**src/rtl/olad_pkg.sv**
```systemverilog
`default_nettype none

package olad_pkg;

  localparam logic [1:0] OP_APPEND = 2'd0;
  localparam logic [1:0] OP_DELETE = 2'd1;
  localparam logic [1:0] OP_READ   = 2'd2;

  localparam logic [1:0] STATUS_OK    = 2'd0;
  localparam logic [1:0] STATUS_EMPTY = 2'd1;
  localparam logic [1:0] STATUS_RANGE = 2'd2;
  localparam logic [1:0] STATUS_FULL  = 2'd3;

  typedef enum logic [1:0] {
    ST_IDLE,
    ST_SHIFT,
    ST_DEL_DONE,
    ST_READ
  } state_t;

  typedef struct packed {
    logic [1:0] status;
    logic [7:0] entry_value;
    logic [4:0] entry_index;
    logic [4:0] length;
    logic       last;
  } result_t;

endpackage

`default_nettype wire

```
**src/rtl/olad_ram.sv**
```systemverilog
`default_nettype none

module olad_ram #(
  parameter int WIDTH = 8,
  parameter int DEPTH = 16
) (
  input  wire logic                     clk,
  input  wire logic                     we,
  input  wire logic [$clog2(DEPTH)-1:0] waddr,
  input  wire logic [WIDTH-1:0]         wdata,
  input  wire logic                     re,
  input  wire logic [$clog2(DEPTH)-1:0] raddr,
  output logic      [WIDTH-1:0]         rdata
);

  logic [WIDTH-1:0] mem [DEPTH];

  always_ff @(posedge clk) begin
    if (we) begin
      mem[waddr] <= wdata;
    end
    if (re) begin
      rdata <= mem[raddr];
    end
  end

endmodule

`default_nettype wire

```
**src/rtl/olad_seq.sv**
```systemverilog
`default_nettype none

module olad_seq #(
  parameter int CAPACITY = 16
) (
  input  wire logic                        clk,
  input  wire logic                        rst,
  input  wire logic                        req_valid,
  output logic                             req_ready,
  input  wire logic [1:0]                  op,
  input  wire logic [7:0]                  value,
  input  wire logic [7:0]                  position,
  output logic                             res_valid,
  input  wire logic                        res_ready,
  output olad_pkg::result_t                res,
  output logic                             ram_we,
  output logic [$clog2(CAPACITY)-1:0]      ram_waddr,
  output logic [7:0]                       ram_wdata,
  output logic                             ram_re,
  output logic [$clog2(CAPACITY)-1:0]      ram_raddr,
  input  wire logic [7:0]                  ram_rdata
);

  import olad_pkg::*;

  localparam int AW  = $clog2(CAPACITY);
  localparam int CW  = $clog2(CAPACITY + 1);
  localparam int CPW = CW + 8;

  state_t          state, state_next;
  logic [CW-1:0]   count, count_next;
  logic [AW-1:0]   idx, idx_next;

  logic            accept;
  logic            full;
  logic            empty;
  logic            pos_bad;
  logic            pos_at_end;
  logic            idx_last;
  logic [CPW-1:0]  pos_w;
  logic [CPW-1:0]  cnt_w;

  assign req_ready  = (state == ST_IDLE) && res_ready;
  assign accept     = req_valid && req_ready;
  assign full       = (count == CW'(CAPACITY));
  assign empty      = (count == '0);
  assign pos_w      = CPW'(position);
  assign cnt_w      = CPW'(count);
  assign pos_bad    = (position == 8'd0) || (pos_w > cnt_w);
  assign pos_at_end = (pos_w == cnt_w);
  assign idx_last   = ((CW'(idx) + CW'(1)) == count);

  always_ff @(posedge clk) begin
    if (rst) begin
      state <= ST_IDLE;
      count <= '0;
      idx   <= '0;
    end else begin
      state <= state_next;
      count <= count_next;
      idx   <= idx_next;
    end
  end

  always_comb begin
    state_next = state;
    count_next = count;
    idx_next   = idx;
    case (state)
      ST_IDLE: begin
        if (accept) begin
          case (op)
            OP_APPEND: begin
              if (!full) begin
                count_next = count + CW'(1);
              end
            end
            OP_DELETE: begin
              if (!empty && !pos_bad) begin
                if (pos_at_end) begin
                  count_next = count - CW'(1);
                end else begin
                  // entry after the deleted one, at address position, is the next one to move down
                  idx_next   = AW'(position);
                  state_next = ST_SHIFT;
                end
              end
            end
            OP_READ: begin
              if (!empty) begin
                idx_next   = '0;
                state_next = ST_READ;
              end
            end
            default: ;
          endcase
        end
      end
      ST_SHIFT: begin
        if (idx_last) begin
          state_next = ST_DEL_DONE;
        end else begin
          idx_next = idx + AW'(1);
        end
      end
      ST_DEL_DONE: begin
        if (res_ready) begin
          count_next = count - CW'(1);
          state_next = ST_IDLE;
        end
      end
      ST_READ: begin
        if (res_ready) begin
          if (idx_last) begin
            state_next = ST_IDLE;
          end else begin
            idx_next = idx + AW'(1);
          end
        end
      end
      default: state_next = ST_IDLE;
    endcase
  end

  always_comb begin
    ram_we          = 1'b0;
    ram_waddr       = count[AW-1:0];
    ram_wdata       = value;
    ram_re          = 1'b0;
    ram_raddr       = '0;
    res_valid       = 1'b0;
    res.status      = STATUS_OK;
    res.entry_value = '0;
    res.entry_index = '0;
    res.length      = 5'(count);
    res.last        = 1'b1;
    case (state)
      ST_IDLE: begin
        if (accept) begin
          case (op)
            OP_APPEND: begin
              res_valid = 1'b1;
              if (full) begin
                res.status = STATUS_FULL;
              end else begin
                ram_we     = 1'b1;
                res.length = 5'(count + CW'(1));
              end
            end
            OP_DELETE: begin
              if (empty) begin
                res_valid  = 1'b1;
                res.status = STATUS_EMPTY;
              end else if (pos_bad) begin
                res_valid  = 1'b1;
                res.status = STATUS_RANGE;
              end else if (pos_at_end) begin
                res_valid  = 1'b1;
                res.length = 5'(count - CW'(1));
              end else begin
                ram_re    = 1'b1;
                ram_raddr = AW'(position);
              end
            end
            OP_READ: begin
              if (empty) begin
                res_valid  = 1'b1;
                res.status = STATUS_EMPTY;
              end else begin
                ram_re = 1'b1;
              end
            end
            default: res_valid = 1'b1;
          endcase
        end
      end
      ST_SHIFT: begin
        // move entry idx down one slot while fetching idx+1, unless idx is the last entry
        ram_we    = 1'b1;
        ram_waddr = idx - AW'(1);
        ram_wdata = ram_rdata;
        if (!idx_last) begin
          ram_re    = 1'b1;
          ram_raddr = idx + AW'(1);
        end
      end
      ST_DEL_DONE: begin
        res_valid  = 1'b1;
        res.length = 5'(count - CW'(1));
      end
      ST_READ: begin
        res_valid       = 1'b1;
        res.entry_value = ram_rdata;
        res.entry_index = 5'(CW'(idx) + CW'(1));
        res.last        = idx_last;
        // hold read data until the transfer, then fetch the next entry
        if (res_ready && !idx_last) begin
          ram_re    = 1'b1;
          ram_raddr = idx + AW'(1);
        end
      end
      default: ;
    endcase
  end

endmodule

`default_nettype wire

```
**src/rtl/ordered_list_append_delete_top.sv**
```systemverilog
// Ordered list of up to CAPACITY bytes held in one single-port-write, registered-read
// RAM. Append, delete of the last entry, out-of-range or empty cases and the unused
// op code are answered from the idle state and pass through the output register.
// Deleting position p from a list of n entries moves the n-p later entries down one
// slot, one per cycle through the RAM, before the next request is taken. Read-out of
// n entries begins with a registered RAM read and then streams one entry per cycle
// while the consumer accepts them; the last entry carries last=1. Only one request
// is in progress at a time. The RAM needs no clearing after reset: only entries
// below the current length are ever read.
`default_nettype none

module ordered_list_append_delete_top #(
  parameter int CAPACITY = 16
) (
  input  wire logic       clk,
  input  wire logic       rst,
  input  wire logic       req_valid,
  output logic            req_ready,
  input  wire logic [1:0] op,
  input  wire logic [7:0] value,
  input  wire logic [7:0] position,
  output logic            rsp_valid,
  input  wire logic       rsp_ready,
  output logic [1:0]      status,
  output logic [7:0]      entry_value,
  output logic [4:0]      entry_index,
  output logic [4:0]      length,
  output logic            last
);

  import olad_pkg::*;

  localparam int AW = $clog2(CAPACITY);

  logic           res_valid;
  logic           res_ready;
  result_t        res;
  result_t        out_item;
  logic           ram_we;
  logic [AW-1:0]  ram_waddr;
  logic [7:0]     ram_wdata;
  logic           ram_re;
  logic [AW-1:0]  ram_raddr;
  logic [7:0]     ram_rdata;

  olad_seq #(
    .CAPACITY (CAPACITY)
  ) u_seq (
    .clk       (clk),
    .rst       (rst),
    .req_valid (req_valid),
    .req_ready (req_ready),
    .op        (op),
    .value     (value),
    .position  (position),
    .res_valid (res_valid),
    .res_ready (res_ready),
    .res       (res),
    .ram_we    (ram_we),
    .ram_waddr (ram_waddr),
    .ram_wdata (ram_wdata),
    .ram_re    (ram_re),
    .ram_raddr (ram_raddr),
    .ram_rdata (ram_rdata)
  );

  olad_ram #(
    .WIDTH (8),
    .DEPTH (CAPACITY)
  ) u_ram (
    .clk   (clk),
    .we    (ram_we),
    .waddr (ram_waddr),
    .wdata (ram_wdata),
    .re    (ram_re),
    .raddr (ram_raddr),
    .rdata (ram_rdata)
  );

  // output register: take a new result when empty or being drained
  assign res_ready = !rsp_valid || rsp_ready;

  always_ff @(posedge clk) begin
    if (rst) begin
      rsp_valid <= 1'b0;
    end else if (res_ready) begin
      rsp_valid <= res_valid;
    end
  end

  always_ff @(posedge clk) begin
    if (res_valid && res_ready) begin
      out_item <= res;
    end
  end

  assign status      = out_item.status;
  assign entry_value = out_item.entry_value;
  assign entry_index = out_item.entry_index;
  assign length      = out_item.length;
  assign last        = out_item.last;

endmodule

`default_nettype wire

```
**config.mk**
```make
export PLATFORM = sky130hd
export DESIGN_NAME = ordered_list_append_delete_top
export DESIGN_NICKNAME = d
export VERILOG_FILES = /design/src/rtl/olad_pkg.sv /design/src/rtl/olad_ram.sv /design/src/rtl/olad_seq.sv /design/src/rtl/ordered_list_append_delete_top.sv
export SDC_FILE = /design/constraint.sdc
export NUM_CORES = 1
export LEC_CHECK = 0
export BUFFER_PORTS_ARGS = -buffer_cell sky130_fd_sc_hd__buf_2
export CORE_ASPECT_RATIO = 1.25
export CORE_MARGIN = 1
export CORE_UTILIZATION = 52
export CTS_CLUSTER_DIAMETER = 80
export DETAILED_ROUTE_END_ITERATION = 7
export PLACE_DENSITY = 0.77
export RECOVER_POWER = 25
export REMOVE_ABC_BUFFERS = 1
export SLEW_MARGIN = 20
export SYNTH_ARGS = -nofsm -noshare
export SYNTH_HDL_FRONTEND = slang
export SYNTH_SLANG_ARGS = --single-unit
```
**constraint.sdc**
```tcl
create_clock -name clk -period 3.2 [get_ports clk]
set_input_delay 0.16 -clock clk [delete_from_list [all_inputs] [get_ports clk]]
set_output_delay 0.16 -clock clk [all_outputs]
set_load 0.02 [all_outputs]
```
=== Word level (Yosys, flattened, before mapping) ===
Memory sizes are Yosys's and may differ from the RTL's. A register that Yosys moved wholly into a read port is not among the register bits.
Index checks and enable logic that the tools add are counted.

* Register bits: 33
* Latch bits: 0
* Bits in writable memories: 128
* ROM bits: 0
* Output and inout port bits: 23
* Word-level logic and storage cells: 123
* Memories kept: 1

* $add $sub $neg: 5
* $mul: 0
* Divide/modulo/power cells: 0
* Magnitude comparators: 1
* Equality and inequality tests: 18
* Shifts and indexed selects: 0
* Mux-type cells: 67
* Bitwise operators: 0
* Reductions and logical operators: 22

{| class="wikitable"
|+ Memory list
! name !! depth !! width !! read ports !! clocked after memory_dff !! write ports !! RTL line !! RTL
|-
| u_ram.mem || 16 || 8 || 1 || 1 || 1 || olad_ram.sv:16 || <nowiki>logic [WIDTH-1:0] mem [DEPTH];</nowiki>
|}

{| class="wikitable"
|+ Operator list
! operator !! number
|-
| $mux W4 || 14
|-
| $mux W5 || 8
|-
| $pmux W5 S2 || 4
|-
| $pmux W4 S3 || 2
|-
| $mux W2 || 11
|-
| $mux W1 || 18
|-
| $ne A3 B3 Y1 const B || 5
|-
| $reduce_and A9 Y1 || 1
|-
| $eq A8 B5 Y1 || 1
|-
| $gt A8 B5 Y1 || 1
|-
| $logic_not A8 Y1 || 1
|-
| $mux W8 || 1
|-
| $pmux W1 S2 || 4
|-
| $pmux W2 S4 || 1
|-
| $pmux W4 S2 || 1
|-
| $reduce_and A7 Y1 || 1
|-
| $eq A2 B2 Y1 const B || 3
|-
| $ne A2 B1 Y1 const B || 3
|-
| $pmux W2 S3 || 1
|-
| $add A4 B1 Y5 const B || 1
|-
| $add A5 B1 Y5 const B || 1
|-
| $eq A5 B5 Y1 || 1
|-
| $eq A5 B5 Y1 const B || 1
|-
| $logic_and A1 B1 Y1 || 5
|-
| other kinds (16) || 23
|}

=== Logic depth before layout (Yosys ltp) ===
Gate-level depths: netlist (run 1).

* Depth in word-level cells: 8
* Gate-level depth with buffers: 14

=== Hierarchy ===
Synthesis (run 1) repeated with hierarchy kept, for this count alone.

* Cell total of the unflattened synthesis: 547
* Area, all modules: 7863.8 sq um

{| class="wikitable"
|+ Modules (own cells, without submodules)
! module !! instances !! cells an instance !! area an instance (sq um) !! sequential area each (sq um)
|-
| olad_ram || 1 || 229 || 5227.5 || 4083.9
|-
| olad_seq || 1 || 292 || 1950.6 || 220.2
|-
| ordered_list_append_delete_top || 1 || 26 || 685.7 || 650.6
|}

=== Worst setup path after synthesis (run 1) ===
Ideal clock, no wire load.

* Path kind: reg-to-reg
* From: reg u_seq.count[2]
* To: reg out_item (netlist bit entry_index[0]) (enable)
* Arrival time: 2974 ps
* Setup slack: -173 ps
* Cell stages (with the launch flop): 13
* Path buffers: 3
* Path through: dfxtp_1 buf_2 buf_1 inv_1 ha_1 and3_1 and3_1 and2_1 clkbuf_1 a22oi_1 nand3_1 a21oi_1 nor2_1

* Longest elaborated chain between the ends: 8
* Elaborated cells between the ends (all ways): 12

{| class="wikitable"
|+ RTL lines
! what !! RTL line !! RTL
|-
| start: declaration || olad_seq.sv:31 || <nowiki>logic [CW-1:0] count, count_next;</nowiki>
|-
| start signal: assignment || olad_seq.sv:60 || <nowiki>count <= count_next;</nowiki>
|-
| $gt A8 B5 Y1 / $eq A8 B5 Y1 (equally long branches) || olad_seq.sv:49, olad_seq.sv:50 ||
|-
| $logic_or A1 B1 Y1 / $mux W1 (equally long branches) || olad_seq.sv:49, olad_seq.sv:157 ||
|-
| $mux W1 || olad_seq.sv:154 || <nowiki>end else if (pos_bad) begin</nowiki>
|-
| $mux W1 || olad_seq.sv:151 || <nowiki>if (empty) begin</nowiki>
|-
| $pmux W1 S2 * || olad_seq.sv:140 || <nowiki>case (op)</nowiki>
|-
| $mux W1 * || olad_seq.sv:139 || <nowiki>if (accept) begin</nowiki>
|-
| $pmux W1 S2 * || olad_seq.sv:137 || <nowiki>case (state)</nowiki>
|-
| $logic_and A1 B1 Y1 * || ordered_list_append_delete_top.sv:92 || <nowiki>if (res_valid && res_ready) begin</nowiki>
|-
| end signal: assignment || ordered_list_append_delete_top.sv:93 || <nowiki>out_item <= res;</nowiki>
|-
| end: declaration || ordered_list_append_delete_top.sv:38 || <nowiki>result_t out_item;</nowiki>
|}

Every way passes the cells marked *; elsewhere a longest branch is shown, timed or not.
A chain may end at the register's enable or synchronous reset.

=== Final worst setup path (run 1) ===
* From: reg u_seq.count[3]
* To: reg u_ram.rdata[1] (read register of u_ram.mem), data pin

* Longest elaborated chain between the ends: 7
* Elaborated cells between the ends (all ways): 24

{| class="wikitable"
|+ RTL lines
! what !! RTL line !! RTL
|-
| $gt A8 B5 Y1 / $eq A8 B5 Y1 (equally long branches) || olad_seq.sv:49, olad_seq.sv:50 ||
|-
| $logic_or A1 B1 Y1, or another cell as far along || olad_seq.sv:49 || <nowiki>assign pos_bad = (position == 8'd0) || (pos_w > cnt_w);</nowiki>
|-
| $mux W1 / $mux W4 (equally long branches) || olad_seq.sv:154 ||
|-
| $mux W1 / $mux W4 (equally long branches) || olad_seq.sv:151 ||
|-
| $pmux W1 S2 / $mux W4 (equally long branches) || olad_seq.sv:140 ||
|-
| $mux W1 / $mux W4 (equally long branches) || olad_seq.sv:139 ||
|-
| $pmux W1 S3 / $pmux W4 S3 (equally long branches) || olad_seq.sv:137 ||
|-
| end: declaration || olad_ram.sv:13 || <nowiki>output logic [WIDTH-1:0] rdata</nowiki>
|}

Parallel ways exist; a longest one is shown, timed or not.

==> results of run 1 <==
## layer usage
layer / up-vias / track usage, % / routed length [µm]
met5: - / 0 / 0
met4: 0 / 14.5 / 918
met3: 71 / 6.10 / 1370
met2: 261 / 40.1 / 9040
met1: 2573 / 31.4 / 7690
li1: 2504 / - / -
## what timing repair did
item / 4_1_cts / 5_1_grt
gates resized for setup: 0 / 1
hold buffers: 0 / 0
hold endpoints to repair: 0 / 0
endpoints found under the setup margin: 0 / 8
## report_power, final
part / switching [µW] / internal [µW]
combinational: 1760 / 896
clock: 840 / 1070
sequential: 123 / 2980
## synth_stat cells (2+ instances only)
master     instances
nand3_1           28
clkbuf_1          15
and3_1            11
nor2_1            44
nor3_1             6
o2111ai_1          3
o31ai_1            5
a21oi_1           22
a22oi_1            7
nor2b_1            6
mux2i_1          108
buf_2              9
o21a_1             3
xnor2_1            7
ha_1              13
nor3b_1            2
o211ai_1           2
a31o_2             2
edfxtp_1         157
a31oi_1            8
nand2b_1           5
and2_1             3
dfxtp_1           12
a21o_1             5
a32oi_1            2
inv_1             15
o21ai_0           22
or3_1              2
a211oi_1           3
buf_4              9
xor2_1             3
nand2_1           60
## critical path, stage by stage, from the launching register on
cell	delay [ps]
dfxtp_1	340
inv_1	50
ha_1	300
a21o_1	190
a2111oi_2	470
o2111ai_1	300
o32ai_4	240
buf_12	230
mux2i_1	230
mux2i_1	90
mux2i_1	240
mux2i_1	120
## flip-flops by register name, summed over array words and instances (netlist names), 4 cells and up
register / flops
entry_value: 8
length: 5
u_ram.mem: 128
u_ram.rdata: 8
u_seq.count: 5
u_seq.idx: 4
entry_index: 5
## cells by family (layout without fill, tap and decap cells)
kind of cell,after synthesis,after routing
simple gates,176,176
flops,169,169
mux,108,108
compound gates,100,100
buf+inv,50,130
fa+ha+maj,13,13
xor+xnor,11,11
## area by class of cell
cell class	count	area [µm²]
Clock inverter	14	124
Fill cell	1163	5820
Multi-Input combinational cell	408	2890
Clock buffer	17	425
Inverter	15	56.3
Tap cell	208	260
Timing Repair Buffer	84	543
Sequential cell	169	4960
## path summary, 6_finish.rpt
path | startpoint | endpoint | slack (ps) | depth (start not counted)
setup reg to reg | u_seq.count[3] | u_ram.rdata[1] | 150 | 11
hold reg to reg | rsp_valid | rsp_valid | 540 | 2
setup / recovery | u_seq.count[3] | u_ram.rdata[1] | 150 | 11
hold / removal | rsp_ready | rsp_valid | 60 | 3
## metrics by stage
step	setup slack, ps	hold WS (ps)	TNS [ps]	power [µW]
final	149	63.2	0	7660
after CTS	157	51.1	0	7700
after global routing	8.01	87.7	0	8000
after global placement	226	489	0	5730
after floorplan	-4050	229	-32830	4820
after detailed placement	154	510	0	5790
## layout by cell type (no fill, tap or decap), types with 15 or more instances in the layout
master,Yosys,layout
o21ai_0,22,22
buf_2,9,21
buf_4,9,32
a21oi_1,22,22
inv_1,15,15
nand2_1,60,60
clkbuf_1,15,26
nor2_1,44,43
mux2i_1,108,108
clkbuf_16,0,17
nand3_1,28,28
edfxtp_1,157,157
==> flow_metrics.tcl, run 1 <==
set metrics [dict create \
    dieArea_um2 16000 \
    worst_slew_margin_rel_pct 29.0 \
    route.detailed.vias_per_inst 5.91 \
    io_pins 45 \
    clkSinkCount 169 \
    placeableCoreArea_um2 15100 \
    die_width_um 113 \
    detail_route.drc_violations 0 \
    finalNonFillerCells 915 \
    grt_setup_unrepaired "no" \
    worstSkewPairLatency_ps 430 \
    synth_async_sr_flop_share_pct 0 \
    yosys_warnings 0 \
    synth_area_in_compound_gates_pct 8.46 \
    number_of_global_route_vias_before_repair 5317 \
    synth_area_um2 8050 \
    hp-class "input port to register" \
    synthesized_flop_and_latch_total 169 \
    num_vias 5409 \
    vdd.ir_drop.worst_mv 0.588 \
    synth_ff_type "edfxtp_1" \
    drt-initial-drc-count 527 \
    cp_data_arrival_time_ps 3220 \
    layout_min_cycle_time_ps 3050 \
    category_of_the_critical_setup_timing_path "register to register" \
    ys_seq_area_share_pct 61.6 \
    synth.top_cell.area_share_pct 58.6 \
    grt_remaining_overflow 0 \
    avgSynthCellArea_um2 12.8 \
    synthCells 627 \
    path_max_fanout 18 \
    start_kind "register" \
    synth_area_leader_cell "edfxtp_1" \
    insertedDiodeCount 0 \
    cts_buffer_depth 2 \
    status "completed" \
    tritoncts "built" \
    maxClockFrequency_ghz 0.328 \
    chipHeight_um 141 \
    dp.cells 884 \
    synthSimpleGateAreaFrac_pct 10.2 \
    cts_made_buffers 17 \
    crit_path_end_kind "register" \
    worst_ep_required_time_ps 3370 \
    finalCritPeriodShare_pct 95.4 \
    slew_viol_final 0 \
    drt.antenna.violating_nets 0 \
    tightest_slew_ps 1060 \
    post-cts-setup-buffer-count 0 \
    clock-root-buffer "clkbuf_16" \
    synth_top_family_by_area "multiplexers" \
    rows 50 \
    detail_route.first_pass.iterations 7 \
    finalCoreUtilization_pct 61.4 \
    mux_contribution_to_synthesized_area_pct 13.4 \
    grt_antenna_before_repair 0 \
    setup-violations-final 0 \
    routed_length_per_placed_instance_um 20.8 \
    synth_area_in_adders_pct 2.02 \
    p_leak_uw 0.00336 \
    track_usage_pct 25.2 \
    port_buffers 44 \
    place.gp.congestion 1.09 \
    fin_area_um2 9250 \
    area_growth_pct 15.0 \
    detail_route.wirelength_um 19000 \
    hold_violations 0 \
    number_of_enable_type_register_cells_in_the_synthesized_netlist 157 \
    number_of_levels_in_the_clock_h_tree 4 \
    wire_length_of_the_first_global_routing_pass_um 29500 \
    layout_nets 730 \
    worst_setup_hold_path_clk_slew_ps 70 \
    number_of_library_cell_types_mapped_by_synthesis 60 \
    synth-xor-area-share_pct 1.37 \
    max_cap_violations 0 \
    drive_gt1_share_pct 13.9 \
    hpwl_um 13500 \
    initial_core_util_pct 53.4 \
    power_per_cell_area_nw_per_um2 828 \
    worst_clock_skew_ps 7.92 \
    postPlaceCellArea_um2 8740 \
    grt_start_max_net_pins 33 \
    ys_top_cells_by_area "edfxtp_1, mux2i_1, dfxtp_1" \
]
(Power assumes the default switching activity.)
==> run 2: changes to the inputs <==
CTS_CLUSTER_DIAMETER = 200   (was 80)
GPL_TIMING_DRIVEN = 0   (was unset)
==> run 2 against run 1 <==
  * Sequential power increased by 4%
  * Final cell count decreased by 1.4%
  * Highest routed layer unchanged
  * Critical path type unchanged
  * Clock power increased by 7%
  * Largest cell class unchanged
  * Die area unchanged
  * Non-clock buffer count decreased by 14
==> flow_metrics.tcl, run 2 (synthesized netlist as in run 1, its figures left out) <==
set metrics [dict create \
    status "completed" \
    dieArea_um2 16000 \
    detail_route.first_pass.iterations 4 \
    number_of_global_route_vias_before_repair 5302 \
    drt.antenna.violating_nets 0 \
    drt-initial-drc-count 568 \
    tritoncts "built" \
    power.sequential.fraction_pct 40.6 \
    placeableCoreArea_um2 15100 \
    p_int_uw 5040 \
    hold_buffers 0 \
    slew_viol_final 0 \
    pwr-share-comb_pct 33.6 \
    port_buffers 44 \
    worstSkewPairLatency_ps 430 \
    route.detailed.vias_per_inst 6.05 \
    layout.cells.most_common "edfxtp_1" \
    grt_antenna_before_repair 0 \
    insertedDiodeCount 0 \
    worst_setup_hold_path_clk_slew_ps 70 \
    chipHeight_um 141 \
    final.hold.worst_slack_ps 62.9 \
    fillCellCount 1092 \
    io_pins 45 \
    area_growth_pct 16.7 \
    path_max_fanout 17 \
    power.share.clock_pct 25.8 \
    ff_latch_area_um2 4980 \
    power_per_cell_area_nw_per_um2 840 \
    initial_core_util_pct 53.4 \
    highest_count_cells_in_the_layout_ignoring_fill_and_taps "edfxtp_1, mux2i_1, nand2_1" \
    register_containing_the_most_flip_flops_in_the_final_layout "u_ram.mem" \
    place.gp.congestion 0.897 \
    worst_clock_skew_ps 7.57 \
    hpwl_um 12800 \
    worst_slew_margin_rel_pct 35.8 \
    die_width_um 113 \
    setup-violations-final 0 \
    category_of_the_critical_setup_timing_path "register to register" \
    rows 50 \
    clkSinkCount 169 \
    layout_min_cycle_time_ps 3150 \
    start_kind "register" \
    hp-class "input port to register" \
    wire_length_of_the_first_global_routing_pass_um 29400 \
    finalNonFillerCells 902 \
    layout_nets 716 \
    maxClockFrequency_ghz 0.317 \
    postPlaceCellArea_um2 8550 \
    vdd.ir_drop.worst_mv 0.488 \
    max_cap_violations 0 \
    detail_route.drc_violations 0 \
    grt_remaining_overflow 0 \
    track_usage_pct 25.1 \
    multi_input_comb_area_um2 3020 \
    drive_gt1_share_pct 17.6 \
    dp.cells 855 \
    num_vias 5460 \
    total_switching_power_uw 2850 \
    detail_route.wirelength_um 19300 \
    cts_buffer_depth 2 \
    cts_made_buffers 17 \
    p_leak_uw 0.00334 \
    cp_data_arrival_time_ps 3330 \
    tightest_slew_ps 960 \
    worst_ep_required_time_ps 3370 \
    finalCritPeriodShare_pct 98.6 \
    clock-root-buffer "clkbuf_16" \
    routed_length_per_placed_instance_um 21.4 \
    crit_path_end_kind "register" \
    grt_start_max_net_pins 36 \
    number_of_levels_in_the_clock_h_tree 4 \
    timing.setup.tns_ps 0 \
    hold_violations 0 \
    fin_area_um2 9390 \
    largest_reg_flops 128 \
    share_of_total_power_consumed_by_net_switching_pct 36.1 \
]
-- run 2: layout make-up --
cell class | count | area share, %
flip-flops and latches | 169 | 53.0
inverters | 15 | 0.639
multi-input cells | 408 | 32.1
clock inverters | 15 | 1.68
repair buffers | 70 | 5.26
well taps | 208 | 2.77
clock buffers | 17 | 4.53
-- run 2: what timing repair did --
action / CTS / global route
cloned: 0 / 0
hold endpoints to repair: 0 / 0
buffers inserted: 9 / 7
setup endpoints to repair: 154 / 118
resized for setup: 26 / 15
pin swaps: 7 / 3
-- run 2: power by group through the flow --
stage          Combinational [µW]  Sequential [µW]  Clock (µW)
3_3_place_gp                 2250             3250           0
4_1_cts                      2550             3200        2040
3_5_place_dp                 2420             3250           0
6_report                     2650             3210        2040
2_1_floorplan                1530             3290           0
5_1_grt                      2830             3240        2140
-- run 2: stage by stage --
stage	total power [µW]	setup slack, ps	utilization (%)
global placement	5490	-6340	55.4
finish	7890	45.9	62.3
floorplan	4820	-4050	-
detailed placement	5670	-1020	56.7
CTS	7800	15.6	61.7
global route	8210	-25.3	62.3
-- run 2: final timing paths --
check	startpoint	end	slack (ps)	cells past startpoint
setup / recovery	u_seq.count[1]	u_ram.rdata[6]	50	12
hold / removal	rst	u_seq.state[0]	60	2
setup reg to reg	u_seq.count[1]	u_ram.rdata[6]	50	12
hold reg to reg	rsp_valid	rsp_valid	580	2
-- run 2: critical path, cell delays in order (launching register included) --
cell and delay (ps):
dfxtp_4 420, inv_1 110, ha_2 240, nor4b_2 190, a2111oi_4 380, o2111ai_2 230, o32ai_4 190, buf_8 160
buf_12 170, mux2i_2 260, mux2i_2 130, mux2i_2 270, mux2i_1 120
-- run 2: layer usage --
| layer | GRT usage (%) | vias to the layer above | share of wire (%) | wire (µm) |
|---|---|---|---|---|
| met5 | 0 | - | 0 | 0 |
| met4 | 10.7 | 0 | 2.5 | 490 |
| met3 | 4.94 | 44 | 5.5 | 1060 |
| met2 | 43.4 | 242 | 51 | 9820 |
| met1 | 30.6 | 2697 | 41 | 7910 |
| li1 | - | 2477 | - | - |
==> run 3: changes to the inputs <==
BUFFER_PORTS_ARGS = -buffer_cell sky130_fd_sc_hd__buf_4   (was -buffer_cell sky130_fd_sc_hd__buf_2)
==> run 3 against run 2 <==
  * Total power rose by 2.0%
  * Worst setup slack improved by 10 ps
  * Sequential share of layout area fell by 1.5 points
  * Register-to-register slack barely moved
  * Critical path type unchanged
==> flow_metrics.tcl, run 3 (synthesized netlist as in run 1, its figures left out) <==
set metrics [dict create \
    crit_path_end_kind "register" \
    finalCritPeriodShare_pct 98.2 \
    track_usage_pct 24.8 \
    fillCellCount 1118 \
    clock-root-buffer "clkbuf_16" \
    cts_made_buffers 17 \
    share_of_total_power_consumed_by_net_switching_pct 36.6 \
    highest_count_cells_in_the_layout_ignoring_fill_and_taps "edfxtp_1, mux2i_1, nand2_1" \
    finalNonFillerCells 920 \
    use_met3_pct 5.46 \
    multi_input_comb_area_um2 3050 \
    routed_length_per_placed_instance_um 21.2 \
    crit_path_max_delay_family "simple AND/OR/NAND/NOR gates" \
    worst_ep_required_time_ps 3260 \
    area_growth_pct 20.1 \
    slowest_stage "dfxtp_2" \
    drive_gt1_share_pct 20.2 \
    final.setup.worst_slack_ps 56.4 \
    die_width_um 113 \
    clkSinkCount 169 \
    largest_reg_flops 128 \
    p_leak_uw 0.00349 \
    pwr-share-comb_pct 33.8 \
    worst_setup_hold_path_clk_slew_ps 80 \
    ff_latch_area_um2 4980 \
    num_vias 5515 \
    route.detailed.vias_per_inst 5.99 \
    placeableCoreArea_um2 15100 \
    detail_route.wirelength_um 19500 \
    rows 50 \
    p_int_uw 5110 \
    number_of_global_route_vias_before_repair 5315 \
    critical-path-max-stage-delay_ps 760 \
    category_of_the_critical_setup_timing_path "register to register" \
    crit_path_cell_trace "nor2b_1, nand2_1, o32a_1, nor2_1" \
    status "completed" \
    hp-class "input port to register" \
    gr-usage-met1_pct 30.7 \
    register_containing_the_most_flip_flops_in_the_final_layout "u_ram.mem" \
    totalPowerFinal_uw 8050 \
    io_pins 45 \
    worst_slew_margin_rel_pct 36.7 \
    gr-max-usage-layer "met2" \
    worst-path-buf-inv 0 \
    wire_length_of_the_first_global_routing_pass_um 29300 \
    power.share.clock_pct 26.3 \
    dp.cells 853 \
    layout.cells.most_common "edfxtp_1" \
    maxClockFrequency_ghz 0.318 \
    hold_violations 0 \
    total_switching_power_uw 2950 \
    layout_min_cycle_time_ps 3140 \
    detail_route.drc_violations 0 \
    detail_route.first_pass.iterations 6 \
    worstSkewPairLatency_ps 440 \
    path_max_fanout 35 \
    grt_setup_unrepaired "yes" \
    cp_data_arrival_time_ps 3200 \
    drt-initial-drc-count 547 \
    finalCoreUtilization_pct 64.1 \
    final.hold.worst_slack_ps 69.4 \
    tritoncts "built" \
    initial_core_util_pct 53.4 \
    vdd.ir_drop.worst_mv 0.508 \
    hpwl_um 12800 \
    dieArea_um2 16000 \
    preCtsSetupSlack_ps -1010 \
    start_kind "register" \
    layout_nets 734 \
    drt.antenna.violating_nets 0 \
    chipHeight_um 141 \
    max_cap_violations 0 \
    grt_remaining_overflow 0 \
    grt_antenna_before_repair 0 \
    port_buffers 44 \
    power.sequential.fraction_pct 39.9 \
    grt_start_max_net_pins 36 \
    number_of_levels_in_the_clock_h_tree 4 \
    use_met2_pct 40.9 \
    power_per_cell_area_nw_per_um2 833 \
    cts_buffer_depth 2 \
    tightest_slew_ps 946 \
    worst_clock_skew_ps 12.3 \
    setup-violations-final 0 \
    insertedDiodeCount 0 \
    place.gp.congestion 0.862 \
    slew_viol_final 0 \
]
==> run 3: cell count changes in the layout (fill, tap and decap cells not counted), sizes merged <==
cell,change
buf,+17
clkinv,+1
clkinvlp,-2
dlygate4sd3,+1
inv,+1
==> run 3: per-layer routing <==
metal / share of wire (%) / routed length, µm
met1: 40 / 7890
met2: 49 / 9560
met3: 6.6 / 1290
met4: 4.1 / 805
met5: 0 / 0
==> run 3: timing repair <==
action	4_1_cts	5_1_grt
hold buffers	1	0
resized for setup	25	27
pin swaps	7	5
buffers inserted	10	24
endpoints found under the hold margin	5	0
endpoints found under the setup margin	155	153
==> run 3: final timing paths <==
kind,start,endpoint,slack [ps],depth (start not counted)
max,u_seq.state[0],u_ram.mem[2][5],60,4
max reg2reg,u_seq.state[0],u_ram.mem[2][5],60,4
min,position[2],u_seq.idx[2],70,3
min reg2reg,u_seq.count[3],u_seq.count[3],540,2
==> run 3: power by group through the flow <==
stage / registers [µW] / logic, µW / clock network (µW)
2_1_floorplan: 3290 / 1530 / 0
3_3_place_gp: 3250 / 2310 / 0
3_5_place_dp: 3260 / 2470 / 0
4_1_cts: 3210 / 2590 / 2130
5_1_grt: 3240 / 2910 / 2220
6_report: 3210 / 2720 / 2120
==> run 3: metrics by stage <==
| step | instance area, µm² | TNS, ps |
|---|---|---|
| after global placement | 8460 | -92250 |
| after detailed placement | 8640 | -44630 |
| after CTS | 9430 | -4890 |
| after global routing | 9660 | -485 |
| after floorplan | 7870 | -32830 |
| final | 9660 | 0 |
==> run 3: cell type report <==
| cell class | count | share of cell area, % |
|---|---|---|
| Timing Repair Buffer | 88 | 7.15 |
| Multi-Input combinational cell | 408 | 31.6 |
| Clock inverter | 15 | 1.99 |
| Sequential cell | 169 | 51.5 |
| Clock buffer | 17 | 4.40 |
| Tap cell | 208 | 2.69 |
| Inverter | 15 | 0.622 |
==> run 3: tightest hold or removal path, stage by stage <==
cell     delay [ps]
buf_4           130
nand4_1          80
a31oi_1          80
